--- config.mk ---
export PLATFORM = sky130hd
export DESIGN_NAME = neuron_activation_accumulator
export DESIGN_NICKNAME = d
export VERILOG_FILES = /design/src/hw/rtl/nacc_pkg.sv /design/src/hw/rtl/nacc_front.sv /design/src/hw/rtl/nacc_queue.sv /design/src/hw/rtl/nacc_root.sv /design/src/hw/rtl/nacc_back.sv /design/src/hw/rtl/neuron_activation_accumulator.sv
export SDC_FILE = /design/constraint.sdc
export NUM_CORES = 2
export LEC_CHECK = 0
export BUFFER_PORTS_ARGS = -buffer_cell sky130_fd_sc_hd__buf_4
export CORE_ASPECT_RATIO = 1.1
export CORE_MARGIN = 3
export CORE_UTILIZATION = 25
export CTS_CLUSTER_DIAMETER = 200
export DETAILED_ROUTE_END_ITERATION = 7
export GPL_TIMING_DRIVEN = 0
export SETUP_SLACK_MARGIN = 0.4
export SLEW_MARGIN = 20
export SYNTH_ARGS = -nofsm -noshare
export SYNTH_HDL_FRONTEND = slang
export SYNTH_SLANG_ARGS = --single-unit
--- constraint.sdc ---
create_clock -name i_clk -period 10.8 [get_ports i_clk]
set_input_delay 1.08 -clock i_clk [delete_from_list [all_inputs] [get_ports i_clk]]
set_output_delay 1.08 -clock i_clk [all_outputs]
set_load 0.02 [all_outputs]
--- src/hw/rtl/nacc_pkg.sv ---
// Shared constants, types and codes for the neuron activation accumulator.
// No dependencies; every other file imports this package.
`timescale 1ns / 1ps

package nacc_pkg;

    // Number formats: values Q4.12, accumulator Q24.24
    localparam int VALUE_BITS = 16;
    localparam int ACC_BITS   = 48;
    localparam int VFRAC      = VALUE_BITS - 4;
    localparam int AFRAC      = 2 * VFRAC;

    // Multiplier operands carry one extra bit for the distance magnitude
    localparam int OPND_W  = VALUE_BITS + 1;
    localparam int PROD_W  = 2 * VALUE_BITS + 1;
    localparam int START_W = VALUE_BITS + 1 + VFRAC;

    // Square root: radicand is a non-negative sum scaled by 2^AFRAC
    localparam int RAD_W      = ACC_BITS - 1 + AFRAC;
    localparam int ROOT_W     = (RAD_W + 1) / 2;
    localparam int REM_W      = ROOT_W + 2;
    localparam int ROOT_CNT_W = $clog2(ROOT_W + 1);

    // Queue between front and back
    localparam int Q_DEPTH = 4;
    localparam int Q_PTR_W = $clog2(Q_DEPTH);

    // Configuration port
    localparam int CFG_W     = 2;
    localparam int CFG_IDX_W = 1;
    localparam logic [CFG_IDX_W-1:0] CFG_MODE   = 1'd0;
    localparam logic [CFG_IDX_W-1:0] CFG_THR_EN = 1'd1;

    localparam int MODE_W = 2;
    localparam logic [MODE_W-1:0] MODE_DOT   = 2'd0;
    localparam logic [MODE_W-1:0] MODE_SPLIT = 2'd1;
    localparam logic [MODE_W-1:0] MODE_DIST  = 2'd2;

    localparam logic signed [ACC_BITS-1:0] ACC_MAX = {1'b0, {(ACC_BITS-1){1'b1}}};
    localparam logic signed [ACC_BITS-1:0] ACC_MIN = {1'b1, {(ACC_BITS-1){1'b0}}};

    // One classified operation for the back end
    typedef struct packed {
        logic                      first;
        logic                      last;
        logic                      is_dist;
        logic                      is_split;
        logic                      to_neg;
        logic signed [START_W-1:0] start;
        logic signed [PROD_W-1:0]  addend;
    } t_op;

    typedef struct packed {
        logic empty;
        logic full;
    } t_q_stat;

    typedef enum logic [1:0] {
        BK_RUN,
        BK_FIN,
        BK_ROOT
    } t_bk_state;

endpackage

--- src/hw/rtl/nacc_front.sv ---
// Front end: config registers, neuron-start tracking, multiply and op classification.
// Depends on nacc_pkg.
`timescale 1ns / 1ps

module nacc_front
    import nacc_pkg::*;
(
    input  logic                        i_clk,
    input  logic                        i_rst_n,
    input  logic                        i_cfg_wr_en,
    input  logic [CFG_IDX_W-1:0]        i_cfg_index,
    input  logic [CFG_W-1:0]            i_cfg_data,
    input  logic                        i_push,
    input  logic signed [VALUE_BITS-1:0] i_weight,
    input  logic signed [VALUE_BITS-1:0] i_source,
    input  logic signed [VALUE_BITS-1:0] i_theta,
    input  logic                        i_last,
    input  t_q_stat                     i_q_stat,
    output logic                        o_q_wr,
    output t_op                         o_op
);

    logic [MODE_W-1:0] r_mode;
    logic              r_thr_en;
    logic              r_first;
    logic              n_first;

    logic signed [OPND_W-1:0]   w_ext;
    logic signed [OPND_W-1:0]   s_ext;
    logic signed [OPND_W-1:0]   th_ext;
    logic signed [OPND_W-1:0]   diff;
    logic signed [OPND_W-1:0]   dmag;
    logic signed [OPND_W-1:0]   opa;
    logic signed [OPND_W-1:0]   opb;
    logic signed [2*OPND_W-1:0] prod;
    logic signed [OPND_W-1:0]   neg_th;
    logic                       is_dist;
    logic                       is_split;

    assign o_q_wr = i_push && !i_q_stat.full;
    assign n_first = o_q_wr ? i_last : r_first;

    always_ff @(posedge i_clk) begin
        if (!i_rst_n) begin
            r_mode   <= MODE_DOT;
            r_thr_en <= 1'b0;
            r_first  <= 1'b1;
        end else begin
            if (i_cfg_wr_en) begin
                case (i_cfg_index)
                    CFG_MODE:   r_mode   <= i_cfg_data[MODE_W-1:0];
                    CFG_THR_EN: r_thr_en <= i_cfg_data[0];
                    default: ;
                endcase
            end
            r_first <= n_first;
        end
    end

    always_comb begin
        w_ext    = OPND_W'(i_weight);
        s_ext    = OPND_W'(i_source);
        th_ext   = OPND_W'(i_theta);
        diff     = s_ext - w_ext;
        dmag     = diff[OPND_W-1] ? -diff : diff;
        is_dist  = (r_mode == MODE_DIST);
        is_split = (r_mode == MODE_SPLIT);
        opa      = is_dist ? dmag : w_ext;
        opb      = is_dist ? dmag : s_ext;
        prod     = opa * opb;
        neg_th   = -th_ext;

        o_op.first    = r_first;
        o_op.last     = i_last;
        o_op.is_dist  = is_dist;
        o_op.is_split = is_split;
        // zero weight counts as non-negative
        o_op.to_neg   = is_split && i_weight[VALUE_BITS-1];
        o_op.start    = r_thr_en ? $signed({neg_th, {VFRAC{1'b0}}}) : '0;
        o_op.addend   = $signed(prod[PROD_W-1:0]);
    end

endmodule

--- src/hw/rtl/nacc_queue.sv ---
// Short op queue decoupling front and back ends.
// Depends on nacc_pkg.
`timescale 1ns / 1ps

module nacc_queue
    import nacc_pkg::*;
(
    input  logic    i_clk,
    input  logic    i_rst_n,
    input  logic    i_wr,
    input  t_op     i_wr_op,
    input  logic    i_rd,
    output t_op     o_rd_op,
    output t_q_stat o_stat
);

    t_op                r_mem [Q_DEPTH];
    logic [Q_PTR_W-1:0] r_wptr;
    logic [Q_PTR_W-1:0] r_rptr;
    logic [Q_PTR_W:0]   r_count;

    assign o_rd_op      = r_mem[r_rptr];
    assign o_stat.empty = (r_count == '0);
    assign o_stat.full  = (r_count == (Q_PTR_W+1)'(Q_DEPTH));

    always_ff @(posedge i_clk) begin
        if (i_wr) begin
            r_mem[r_wptr] <= i_wr_op;
        end
    end

    always_ff @(posedge i_clk) begin
        if (!i_rst_n) begin
            r_wptr  <= '0;
            r_rptr  <= '0;
            r_count <= '0;
        end else begin
            if (i_wr) begin
                r_wptr <= r_wptr + 1'b1;
            end
            if (i_rd) begin
                r_rptr <= r_rptr + 1'b1;
            end
            case ({i_wr, i_rd})
                2'b10:   r_count <= r_count + 1'b1;
                2'b01:   r_count <= r_count - 1'b1;
                default: r_count <= r_count;
            endcase
        end
    end

endmodule

--- src/hw/rtl/nacc_root.sv ---
// Iterative floor square root, one result bit per cycle.
// Depends on nacc_pkg.
`timescale 1ns / 1ps

module nacc_root
    import nacc_pkg::*;
(
    input  logic                  i_clk,
    input  logic                  i_rst_n,
    input  logic                  i_start,
    input  logic [ACC_BITS-2:0]   i_radicand,
    input  logic                  i_ack,
    output logic                  o_busy,
    output logic                  o_valid,
    output logic [ROOT_W-1:0]     o_root
);

    logic [2*ROOT_W-1:0]   r_rad;
    logic [REM_W-1:0]      r_rem;
    logic [ROOT_W-1:0]     r_root;
    logic [ROOT_CNT_W-1:0] r_cnt;
    logic                  r_busy;
    logic                  r_valid;

    logic [REM_W-1:0]      rem_sh;
    logic [REM_W-1:0]      trial;
    logic                  take;

    assign o_busy  = r_busy;
    assign o_valid = r_valid;
    assign o_root  = r_root;

    always_comb begin
        rem_sh = {r_rem[REM_W-3:0], r_rad[2*ROOT_W-1 -: 2]};
        trial  = {r_root, 2'b01};
        take   = (rem_sh >= trial);
    end

    always_ff @(posedge i_clk) begin
        if (i_start) begin
            r_rad  <= (2*ROOT_W)'({i_radicand, {AFRAC{1'b0}}});
            r_rem  <= '0;
            r_root <= '0;
        end else if (r_busy) begin
            r_rad  <= {r_rad[2*ROOT_W-3:0], 2'b00};
            r_rem  <= take ? (rem_sh - trial) : rem_sh;
            r_root <= {r_root[ROOT_W-2:0], take};
        end
    end

    always_ff @(posedge i_clk) begin
        if (!i_rst_n) begin
            r_busy  <= 1'b0;
            r_valid <= 1'b0;
            r_cnt   <= '0;
        end else if (i_start) begin
            r_busy  <= 1'b1;
            r_valid <= 1'b0;
            r_cnt   <= ROOT_CNT_W'(ROOT_W);
        end else if (r_busy) begin
            r_cnt <= r_cnt - 1'b1;
            if (r_cnt == ROOT_CNT_W'(1)) begin
                r_busy  <= 1'b0;
                r_valid <= 1'b1;
            end
        end else if (r_valid && i_ack) begin
            r_valid <= 1'b0;
        end
    end

endmodule

--- src/hw/rtl/nacc_back.sv ---
// Back end: saturating accumulation, neuron finish, result register.
// Depends on nacc_pkg; drives the nacc_root unit through the top level.
`timescale 1ns / 1ps

module nacc_back
    import nacc_pkg::*;
(
    input  logic                        i_clk,
    input  logic                        i_rst_n,
    input  t_op                         i_op,
    input  t_q_stat                     i_q_stat,
    output logic                        o_q_rd,
    output logic                        o_root_start,
    output logic [ACC_BITS-2:0]         o_root_radicand,
    input  logic                        i_root_valid,
    input  logic [ROOT_W-1:0]           i_root,
    output logic                        o_root_ack,
    input  logic                        i_pop,
    output logic                        o_empty,
    output logic signed [ACC_BITS-1:0]  o_activation,
    output logic                        o_saturated
);

    t_bk_state r_state;
    t_bk_state n_state;

    logic signed [ACC_BITS-1:0] r_main;
    logic signed [ACC_BITS-1:0] r_neg;
    logic                       r_ovf;
    logic                       r_is_dist;
    logic                       r_is_split;
    logic                       r_out_valid;
    logic signed [ACC_BITS-1:0] r_out_act;
    logic                       r_out_sat;

    logic signed [ACC_BITS-1:0] base_main;
    logic signed [ACC_BITS-1:0] base_neg;
    logic                       base_ovf;
    logic signed [ACC_BITS-1:0] tgt;
    logic signed [ACC_BITS:0]   sum;
    logic                       add_ovf;
    logic signed [ACC_BITS-1:0] sat_sum;

    logic [ACC_BITS-1:0]        mag_main;
    logic [ACC_BITS-1:0]        mag_neg;
    logic                       slot_free;
    logic                       out_wr;
    logic signed [ACC_BITS-1:0] out_act;
    logic                       out_sat;

    assign slot_free    = !r_out_valid || i_pop;
    assign o_empty      = !r_out_valid;
    assign o_activation = r_out_act;
    assign o_saturated  = r_out_sat;
    assign o_root_radicand = r_main[ACC_BITS-2:0];

    // saturating add into the selected sum
    always_comb begin
        base_main = i_op.first ? ACC_BITS'(i_op.start) : r_main;
        base_neg  = i_op.first ? ACC_BITS'(i_op.start) : r_neg;
        base_ovf  = i_op.first ? 1'b0 : r_ovf;
        tgt       = i_op.to_neg ? base_neg : base_main;
        sum       = (ACC_BITS+1)'(tgt) + (ACC_BITS+1)'(i_op.addend);
        add_ovf   = (sum[ACC_BITS] != sum[ACC_BITS-1]);
        sat_sum   = add_ovf ? (sum[ACC_BITS] ? ACC_MIN : ACC_MAX) : sum[ACC_BITS-1:0];
        mag_main  = r_main[ACC_BITS-1] ? -r_main : r_main;
        mag_neg   = r_neg[ACC_BITS-1] ? -r_neg : r_neg;
    end

    always_comb begin
        n_state = r_state;
        case (r_state)
            BK_RUN: begin
                if (!i_q_stat.empty && i_op.last) n_state = BK_FIN;
            end
            BK_FIN: begin
                if (r_is_dist && !r_main[ACC_BITS-1]) n_state = BK_ROOT;
                else if (slot_free) n_state = BK_RUN;
            end
            BK_ROOT: begin
                if (i_root_valid && slot_free) n_state = BK_RUN;
            end
            default: n_state = BK_RUN;
        endcase
    end

    always_comb begin
        o_q_rd       = 1'b0;
        o_root_start = 1'b0;
        o_root_ack   = 1'b0;
        out_wr       = 1'b0;
        out_act      = r_main;
        out_sat      = r_ovf;
        case (r_state)
            BK_RUN: begin
                o_q_rd = !i_q_stat.empty;
            end
            BK_FIN: begin
                if (r_is_dist && !r_main[ACC_BITS-1]) begin
                    o_root_start = 1'b1;
                end else begin
                    out_wr = slot_free;
                    if (r_is_dist) begin
                        // negative distance sum clamps to zero
                        out_act = '0;
                        out_sat = 1'b1;
                    end else if (r_is_split) begin
                        // tie goes to the negative-weight sum
                        out_act = (mag_main > mag_neg) ? r_main : r_neg;
                    end
                end
            end
            BK_ROOT: begin
                out_wr     = i_root_valid && slot_free;
                o_root_ack = out_wr;
                out_act    = $signed(ACC_BITS'(i_root));
            end
            default: ;
        endcase
    end

    always_ff @(posedge i_clk) begin
        if (o_q_rd) begin
            r_main     <= i_op.to_neg ? base_main : sat_sum;
            r_neg      <= i_op.to_neg ? sat_sum : base_neg;
            r_is_dist  <= i_op.is_dist;
            r_is_split <= i_op.is_split;
        end
        if (out_wr) begin
            r_out_act <= out_act;
            r_out_sat <= out_sat;
        end
    end

    always_ff @(posedge i_clk) begin
        if (!i_rst_n) begin
            r_state     <= BK_RUN;
            r_ovf       <= 1'b0;
            r_out_valid <= 1'b0;
        end else begin
            r_state <= n_state;
            if (o_q_rd) begin
                r_ovf <= base_ovf || add_ovf;
            end
            if (out_wr) begin
                r_out_valid <= 1'b1;
            end else if (i_pop) begin
                r_out_valid <= 1'b0;
            end
        end
    end

endmodule

--- src/hw/rtl/neuron_activation_accumulator.sv ---
// Throughput: one (weight, source) transfer per cycle while full is low; closing a neuron
// holds the back end in its finish state (and while the root runs in distance mode), and
// full rises once the 4-entry op queue backs up. The last transfer of a neuron passes the
// op queue, back-end sums and result register; distance mode adds the bit-serial root.
// A result nobody pops holds the back end too. Reset (i_rst_n low at a clock edge,
// synchronous): queue and result empty, mode dot, threshold off, next transfer opens a neuron.
`timescale 1ns / 1ps

module neuron_activation_accumulator
    import nacc_pkg::*;
(
    input  logic                         i_clk,
    input  logic                         i_rst_n,
    // configuration writes: index 0 mode, index 1 threshold enable
    input  logic                         i_cfg_wr_en,
    input  logic [CFG_IDX_W-1:0]         i_cfg_index,
    input  logic [CFG_W-1:0]             i_cfg_data,
    // input side: transfer on push && !full
    input  logic                         push,
    output logic                         full,
    input  logic signed [VALUE_BITS-1:0] i_weight,
    input  logic signed [VALUE_BITS-1:0] i_source,
    input  logic signed [VALUE_BITS-1:0] i_theta,
    input  logic                         i_last,
    // result side: transfer on pop && !empty
    output logic                         empty,
    input  logic                         pop,
    output logic signed [ACC_BITS-1:0]   o_activation,
    output logic                         o_saturated
);

    // front -> queue
    logic    q_wr;
    t_op     wr_op;
    t_op     rd_op;
    logic    q_rd;
    t_q_stat q_stat;

    // back <-> root unit
    logic                root_start;
    logic [ACC_BITS-2:0] root_radicand;
    logic                root_busy;
    logic                root_valid;
    logic [ROOT_W-1:0]   root_val;
    logic                root_ack;

    assign full = q_stat.full;

    // Front: tracks neuron boundaries, multiplies (product or squared
    // difference), and picks the start value used on the first transfer.
    nacc_front u_front (
        .i_clk       (i_clk),
        .i_rst_n     (i_rst_n),
        .i_cfg_wr_en (i_cfg_wr_en),
        .i_cfg_index (i_cfg_index),
        .i_cfg_data  (i_cfg_data),
        .i_push      (push),
        .i_weight    (i_weight),
        .i_source    (i_source),
        .i_theta     (i_theta),
        .i_last      (i_last),
        .i_q_stat    (q_stat),
        .o_q_wr      (q_wr),
        .o_op        (wr_op)
    );

    // Queue holds registered products so the front keeps streaming
    // while the back waits on the root or a full result register.
    nacc_queue u_queue (
        .i_clk   (i_clk),
        .i_rst_n (i_rst_n),
        .i_wr    (q_wr),
        .i_wr_op (wr_op),
        .i_rd    (q_rd),
        .o_rd_op (rd_op),
        .o_stat  (q_stat)
    );

    // Back: saturating sums, sign-split select, result register.
    nacc_back u_back (
        .i_clk           (i_clk),
        .i_rst_n         (i_rst_n),
        .i_op            (rd_op),
        .i_q_stat        (q_stat),
        .o_q_rd          (q_rd),
        .o_root_start    (root_start),
        .o_root_radicand (root_radicand),
        .i_root_valid    (root_valid),
        .i_root          (root_val),
        .o_root_ack      (root_ack),
        .i_pop           (pop),
        .o_empty         (empty),
        .o_activation    (o_activation),
        .o_saturated     (o_saturated)
    );

    // Bit-serial root of the distance sum scaled into Q24.24.
    nacc_root u_root (
        .i_clk      (i_clk),
        .i_rst_n    (i_rst_n),
        .i_start    (root_start),
        .i_radicand (root_radicand),
        .i_ack      (root_ack),
        .o_busy     (root_busy),
        .o_valid    (root_valid),
        .o_root     (root_val)
    );

    // Internal consistency checks
    a_q_no_overrun: assert property (@(posedge i_clk) disable iff (!i_rst_n)
        q_wr |-> !q_stat.full)
        else $error("op queue written while full");

    a_q_no_underrun: assert property (@(posedge i_clk) disable iff (!i_rst_n)
        q_rd |-> !q_stat.empty)
        else $error("op queue read while empty");

    a_root_idle_start: assert property (@(posedge i_clk) disable iff (!i_rst_n)
        root_start |-> (!root_busy && !root_valid))
        else $error("root unit started while in use");

    a_root_done_holds: assert property (@(posedge i_clk) disable iff (!i_rst_n)
        (root_valid && !root_ack) |=> (root_valid && $stable(root_val)))
        else $error("root result dropped before use");

endmodule
==> results_dict.tcl <==
set metrics [dict create \
    status "finished, final reports clean" \
    wl_um 130000 \
    grt_use_total_pct 14.4 \
    crit_start "i_weight[8]" \
    die_y_um 440 \
    dp_cells 6775 \
    hp-class "flip-flop to flip-flop" \
    critPathLaunchType "input pin" \
    viasPerCell 4.92 \
    critPathArrivalTime_ns 10.28 \
    hold_viol 0 \
    highest_layer "met4" \
    gr-total-overflow 0 \
    synth.distinct_cells 82 \
    cpMostUsedCell "fa_1" \
    syn_area_sq_um 42700 \
    worstSkewPairLatency_ns 0.65 \
    max-cap-violations 0 \
    end_kind "flip-flop" \
    hpwlAfterDp_um 104000 \
    synth_cells 4418 \
    ys.flop_type "edfxtp_1" \
    wl_met1_um 57100 \
    slew_headroom_pct 29.1 \
    path_delay_family "adder cells" \
    grt_max_degree 32 \
    period_share_pct 92.2 \
    die_area_sq_um 176000 \
    pin_count 108 \
    root_buffer "clkbuf_16" \
    worst_slack_ns 0.841 \
    die_w_um 400 \
    areaGrowthSynthToFinish_pct 14.5 \
    ant_nets 0 \
    stdcell_count 6887 \
    ys_warn_count 0 \
    grt_first_pass_wirelength_um 201000 \
    timing.rr.start "u_front.r_mode[0]" \
    rows 158 \
    grt_pass1_vias 34200 \
    routed-wl-met2_um 60400 \
    path_clk_slew_ns 0.07 \
    cts.sinks 512 \
    antenna_found_initial 8 \
    fin_skew_ns 0.0609 \
    synthArstFlopShare_pct 0 \
    slew_viol_final 0 \
    finalWeightedCongestion 0.941 \
    coreArea_sq_um 169000 \
    drc 0 \
    setup_viol 0 \
    vias 33900 \
    dr.pass1.iters 5 \
    crit_slowest_cell "fa_1" \
    wl_met3_um 8230 \
    synth_nets 5016 \
    ctsHtreeMaxLevel 2 \
    critPathRequiredTime_ns 11.12 \
    synth_edf_count 414 \
    drive_gt1_share_pct 8.85 \
    crit_path_max_incr_delay_ns 0.54 \
    cts_buffers 56 \
    nets 5199 \
    io_buffer_count 106 \
    path_buf_inv 7 \
    timing.fmax_mhz 100 \
    fin_crit_ns 9.96 \
    drt_iter0_markers 3062 \
    cts_tree "done" \
    place_ws_ns -1.41 \
    worst_pin_slew_ns 1.06 \
    min_from "u_root.r_rem[24]" \
    ys_seq_elements 512 \
    start_util_pct 25.3 \
    crit_fanout 10 \
    grt_setup_unrepaired "false" \
    avgSynthCellArea_sq_um 9.67 \
    crit_type "input pin to flip-flop" \
    clockBufferDepth 3 \
    synth.yosys.seq_area_share_pct 33.7 \
    wl_per_cell_um 18.8 \
]
-- synth_stat cells, types with 26 or more instances --
master / instances / area (sq um)
a21oi_1: 291 / 1460
o31ai_1: 39 / 293
mux2i_1: 70 / 701
nand2_1: 371 / 1390
o21a_1: 33 / 248
nor2b_1: 70 / 438
mux4_2: 53 / 1190
clkbuf_1: 197 / 739
nor3_1: 43 / 215
nand4_1: 43 / 269
nor2_1: 327 / 1230
buf_1: 26 / 97.6
a22oi_1: 36 / 270
o211ai_1: 48 / 360
a211oi_1: 40 / 300
nand3_1: 70 / 350
inv_1: 496 / 1860
edfxtp_1: 414 / 12400
a31oi_1: 82 / 513
nand2b_1: 51 / 319
o21ai_0: 187 / 936
xnor2_1: 130 / 1140
and3_1: 60 / 375
fa_1: 293 / 5870
ha_1: 248 / 3100
o21bai_1: 31 / 233
xor2_1: 94 / 823
dfxtp_1: 98 / 1960
or2_2: 31 / 194
and2_1: 66 / 413
a21o_1: 85 / 638
-- repair_timing --
| item | 4_1_cts | 5_1_grt |
|---|---|---|
| buffers inserted | 0 | 8 |
| pin swaps | 0 | 5 |
| endpoints found under the setup margin | 55 | 48 |
| hold buffers | 0 | 0 |
| resized for setup | 50 | 49 |
-- logic make-up after synthesis --
| family | share of synthesized area (%) |
|---|---|
| DFF | 33.7 |
| muxes | 4.54 |
| xor gates and xnor gates | 4.64 |
| AOI/OAI and AO/OA | 15.8 |
| and+or+nand+nor | 13.9 |
| buffers and inverters | 6.45 |
| adders and majority gates | 21.0 |
-- worst paths after layout --
check,endpoint,slack (ns),depth (start not counted)
worst max-delay path,u_queue.r_mem[1][32],0.84,35
worst min-delay path,u_root.r_rem[26],0.49,2
worst max register to register,u_queue.r_mem[1][32],1.34,26
worst min register to register,u_root.r_rem[26],0.49,2
-- cell type report --
| cell class | count | area [sq um] |
|---|---|---|
| Buffer | 233 | 952 |
| Antenna cell | 1 | 2.50 |
| Tap cell | 2240 | 2800 |
| Inverter | 496 | 1870 |
| Clock buffer | 72 | 1560 |
| Sequential cell | 512 | 14400 |
| Multi-Input combinational cell | 3177 | 25900 |
| Clock inverter | 31 | 302 |
| Fill cell | 17900 | 120000 |
| Timing Repair Buffer | 125 | 1120 |
-- stage by stage --
step                utilization, %  area, sq um  hold WS, ns  setup TNS [ns]
floorplan                        -        42700        0.455               0
global placement              27.4        46300        0.481          -42.38
detailed placement            27.6        46600        0.485          -40.96
CTS                           28.8        48700        0.496               0
global route                  28.9        48900        0.516               0
finish                        28.9        48900        0.495               0
-- metal layers --
metal	GRT usage (%)	up-vias
met4	4.37	0
met1	19.5	16600
li1	-	15900
met2	24.0	1138
met5	0	-
met3	1.92	215
-- flip-flops by register name, indices dropped and copies added, names as in the netlist, 2 cells and up, named ones only --
name and cells:
u_queue.r_mem 220, u_root.o_root 36, u_back.o_activation 48, u_queue.r_wptr 2
u_queue.r_count 3, u_root.r_rem 36, u_back.r_neg 48, u_front.r_mode 2
u_root.r_cnt 6, u_root.r_rad 48, u_queue.r_rptr 2, u_back.r_main 48
u_back.r_state 2
-- worst min-delay path: cells and delay by family, from the launching register on --
family,cells,cell delay [ns]
DFF,1,0.32
and+or+nand+nor,1,0.06
AOI/OAI and AO/OA,1,0.07
-- placed cells by master, fill, tap and decap left out, drive strengths merged, types with 85 or more instances in the layout --
master | Yosys | layout
a21o | 85 | 85
a21oi | 291 | 291
buf | 32 | 159
clkbuf | 200 | 270
dfxtp | 98 | 98
edfxtp | 414 | 414
fa | 293 | 293
ha | 248 | 248
inv | 496 | 500
nand2 | 371 | 371
nor2 | 327 | 327
o21ai | 211 | 211
xnor2 | 130 | 130
xor2 | 94 | 94
Power is not shown: default switching activity piles up to over one toggle a cycle in this logic, so the estimate is an artifact.
